**src/rtl/core/inu_ram.sv**
```systemverilog
`default_nettype none

module inu_ram #(
  parameter int WIDTH = 8,
  parameter int DEPTH = 256
) (
  input  wire logic                     clk,
  input  wire logic                     we,
  input  wire logic [$clog2(DEPTH)-1:0] waddr,
  input  wire logic [WIDTH-1:0]         wdata,
  input  wire logic [$clog2(DEPTH)-1:0] raddr,
  output logic      [WIDTH-1:0]         rdata
);

  logic [WIDTH-1:0] mem [DEPTH];

  always_ff @(posedge clk) begin
    if (we) begin
      mem[waddr] <= wdata;
    end
    rdata <= mem[raddr];
  end

endmodule

`default_nettype wire

```
**config.mk**
```make
export PLATFORM = sky130hd
export DESIGN_NAME = inu_ram
export DESIGN_NICKNAME = d
export VERILOG_FILES = /design/src/rtl/core/inu_ram.sv
export SDC_FILE = /design/constraint.sdc
export NUM_CORES = 2
export LEC_CHECK = 0
export ABC_AREA = 1
export BUFFER_PORTS_ARGS = -buffer_cell sky130_fd_sc_hd__buf_4
export CAP_MARGIN = 15
export CORE_MARGIN = 4
export CORE_UTILIZATION = 50
export DETAILED_ROUTE_END_ITERATION = 7
export PLACE_DENSITY = 0.65
export SYNTH_ARGS = -nofsm -noshare
export SYNTH_HDL_FRONTEND = slang
export SYNTH_SLANG_ARGS = --single-unit
```
**constraint.sdc**
```tcl
create_clock -name clk -period 2.8 [get_ports clk]
set_input_delay 0.28 -clock clk [delete_from_list [all_inputs] [get_ports clk]]
set_output_delay 0.28 -clock clk [all_outputs]
set_load 0.01 [all_outputs]
```
==> impl_metrics.toml <==
[worst_setup_path]
crit-reg2reg-launch = "mem[235][3]$_DFFE_PP_"
type_of_element_capturing_the_critical_path = "flip-flop"
worst_path_fanout_max = 64
cpLargestDelayFamily = "simple AND/OR/NAND/NOR gates"
regToRegEndpoint = "rdata[3]$_DFF_P_"
r2r_setup_slack_ns = 0.82
max_incr_delay_on_cp_ns = 0.42
critPathSlowestCell = "sky130_fd_sc_hd__buf_4"
ff2ff_path_depth = 10
cp.required_ns = 3.57
timing.critical_path.cells = "buf_8 -> buf_12 -> buf_12 -> buf_4 -> nand2_1 -> nand3_1 -> nand3_1 -> nand3_1 -> nand3_1 -> nand3_1 -> nand3_1 -> nand2_1 -> nand2_1 -> nand2_1"
critical_path_arrival_ns = 2.89
path_class = "input port to flip-flop"
crit_buf_inv = 4
cp_common_cell = "sky130_fd_sc_hd__nand3_1"
cp-start-kind = "input port"

[yosys]
ys_top_cells_by_count = "2123 x sky130_fd_sc_hd__nand2_1, 2048 x sky130_fd_sc_hd__edfxtp_1, 2019 x sky130_fd_sc_hd__nand3_1, 283 x sky130_fd_sc_hd__nor2_1, 268 x sky130_fd_sc_hd__buf_2"
synth_edf_count = 2048
netlist.area_leader.share_pct = 73.7
ys_dominant_reg_cell = "sky130_fd_sc_hd__edfxtp_1"
synth.avg_cell_area_sq_um = 11.9
yosys_warnings = 0
synth-async-reset-ratio_pct = 0
synth.lib_cells_used.distinct = 14
mappedNetlistArea_sq_um = 83400
synthMostInstantiatedCell = "sky130_fd_sc_hd__nand2_1"
post_synth_xor_xnor_area_pct = 0
synth_area_leader_cell = "sky130_fd_sc_hd__edfxtp_1"
synth.top_cells.by_area = "sky130_fd_sc_hd__edfxtp_1 74%, sky130_fd_sc_hd__nand3_1 12%, sky130_fd_sc_hd__nand2_1 9.6%"
synth-simple-area-share_pct = 22.9
ys_ff_latch = 2056
synth_top_family_by_area = "simple AND/OR/NAND/NOR gates"
synth_cells = 7003
synthAdderAreaFrac_pct = 0
synth-compound-area-share_pct = 0
synth.yosys.seq_area_share_pct = 73.9
syn_nets = 7029
synth_mux_area_share_pct = 0

[clock_network]
htree_levels = 4
post_cts.resized_instances = 0
clock_tree_from_tritoncts = "done"
clk-insertion-delay-late_ns = 0.85
cts.path.max_buffers = 3
cts_buf_count = 201
clk_transition_reported_paths_ns = 0.06
cts-hold-fix-buffers = 9
post-cts-setup-buffers = 0
ctsRootBufferMaster = "sky130_fd_sc_hd__clkbuf_16"
clkSinkCount = 2056

[route]
via_per_inst = 5.84
detail_route.iter0.violations = 6794
drt_wl_total_microns = 229000
route.antenna.remaining_nets = 0
first_pass_iters = 8
wl_per_cell_microns = 24.1
drt_drc = 3
vias = 55600

[placement]
post_place_setup_slack_ns = -0.107
io_buffer_count = 33
dp_cells = 9131
place.detailed.hpwl_microns = 136000
globalplace.congestion = 0.890
dpl_cell_area_sq_um = 88000

[worst_hold_path]
min-delay-start = "raddr[6]"
hold_end = "rdata[2]$_DFF_P_"
hp-class = "input port to flip-flop"
min_path_cells = 5

[sta]
slew-limit-headroom_pct = 39.6
worst_slew_pin_slew_ns = 0.902
period_needed_ns = 2.12
max_clock_freq_mhz = 471
totalNegativeSetupSlack_ns = 0
finalWorstSetupSlack_ns = 0.678
drv_slew = 0
finalSetupViolCount = 0
final.setup_skew_ns = 0.0449
rsz0062_at_grt = "false"
period_share_pct = 75.8
timing.final.hold_violations = 0

[grt]
grt_start_max_net_pins = 140
first_global_vias = 53200
grt_first_pass_wirelength_microns = 341000
overflow = 0
groute.usage.overall_pct = 26.1
antenna_violations_before_repair = 8

[pwr]
clockPowerShare_pct = 41.5
power.internal_mw = 50.5
p_switching_mw = 14.5
switching_share_pct = 22.3
total_power_mw = 65.1
worst_ir_drop_vdd_v = 0.000558
p_per_area_nw_per_um2 = 687
combinationalPowerShare_pct = 6.3
static-leakage-power_nw = 33.4
power.sequential.fraction_pct = 52.2

[layout]
fill_cells = 13200
finalInstanceArea_sq_um = 94700
fin_cells = 9520
drive_above_1_share_pct = 9.69
layout.nets = 7180
area_growth_syn_to_layout_pct = 13.6

[run]
max_cap_viol_count = 0

[status]
outcome = "finished, violations left"
violations = "DRC"

[floorplan]
floorplan.io_pins = 34
fp.coreArea_sq_um = 165000
dieWidth_microns = 416
fp.dieH_microns = 416
start_util_pct = 50.4
dieArea_sq_um = 173000
core.rowCount = 149
[how the worst max path moves through the flow]
stage | cells past startpoint | endpoint | slack (ns) | startpoint
after floorplan | 4 | mem[162][0]$_DFFE_PP_ | 1.03 | we
after global placement | 14 | rdata[1]$_DFF_P_ | -0.16 | raddr[0]
after detailed placement | 14 | rdata[1]$_DFF_P_ | -0.11 | raddr[0]
after CTS | 14 | rdata[1]$_DFF_P_ | 0.79 | raddr[0]
after global routing | 14 | rdata[1]$_DFF_P_ | 0.63 | raddr[0]
final | 14 | rdata[1]$_DFF_P_ | 0.68 | raddr[0]
[kinds of logic after synthesis]
family | after synthesis
buf+inv | 522
flops | 2056
simple gates | 4425
[layer usage]
metal | vias to the layer above | GRT usage, % | part of all wire [%]
met1 | 27300 | 35.0 | 39
li1 | 25200 | - | -
met5 | - | 0 | 0
met2 | 2658 | 41.6 | 47
met3 | 492 | 4.67 | 8.5
met4 | 0 | 12.6 | 5.1
[power groups by stage]
| stage | Combinational (mW) | Clock (mW) | Sequential, mW |
|---|---|---|---|
| finish | 4.08 | 27.0 | 34.0 |
| global route | 4.38 | 28.7 | 33.9 |
| detailed placement | 4.04 | 0 | 34.6 |
| floorplan | 2.09 | 0 | 34.6 |
| global placement | 3.99 | 0 | 34.6 |
| CTS | 4.06 | 27.3 | 34.0 |
[flip-flops by register name, indices dropped and copies added, names as in the netlist]
| register | cells |
|---|---|
| mem | 2048 |
| rdata | 8 |
[per-stage QoR]
stage / util, % / hold WS [ns]
final: 57.3 / 0.109
after global routing: 57.3 / 0.116
after CTS: 57.3 / 0.0326
after detailed placement: 53.2 / 0.665
after global placement: 53.2 / 0.673
after floorplan: - / 0.379
[cells in the final DEF (no fill, tap or decap), drive strengths merged, types with 8 or more instances in the layout]
cell,n
buf,422
dlygate4sd3,9
bufinv,22
nor2,283
nand2,2123
clkinv,94
inv,43
clkbuf,250
nand3,2019
edfxtp,2048
dfxtp,8
[area by class of cell]
type | instances | area (sq um) | share of cell area, %
flip-flops and latches | 2056 | 61700 | 65.1
multi-input cells | 4425 | 19100 | 20.2
clock buffers | 250 | 5340 | 5.64
repair buffers | 431 | 4400 | 4.65
well taps | 2189 | 2740 | 2.89
clock inverters | 125 | 1250 | 1.32
inverters | 39 | 180 | 0.190
diodes | 5 | 12.5 | 0.0132
[tightest hold or removal path: stages]
cell and delay [ns]:
sky130_fd_sc_hd__buf_4 0.24, sky130_fd_sc_hd__nand3_1 0.14, sky130_fd_sc_hd__nand2_1 0.09, sky130_fd_sc_hd__nand2_1 0.07, sky130_fd_sc_hd__nand2_1 0.05
Power figures use the tool's default switching activity.
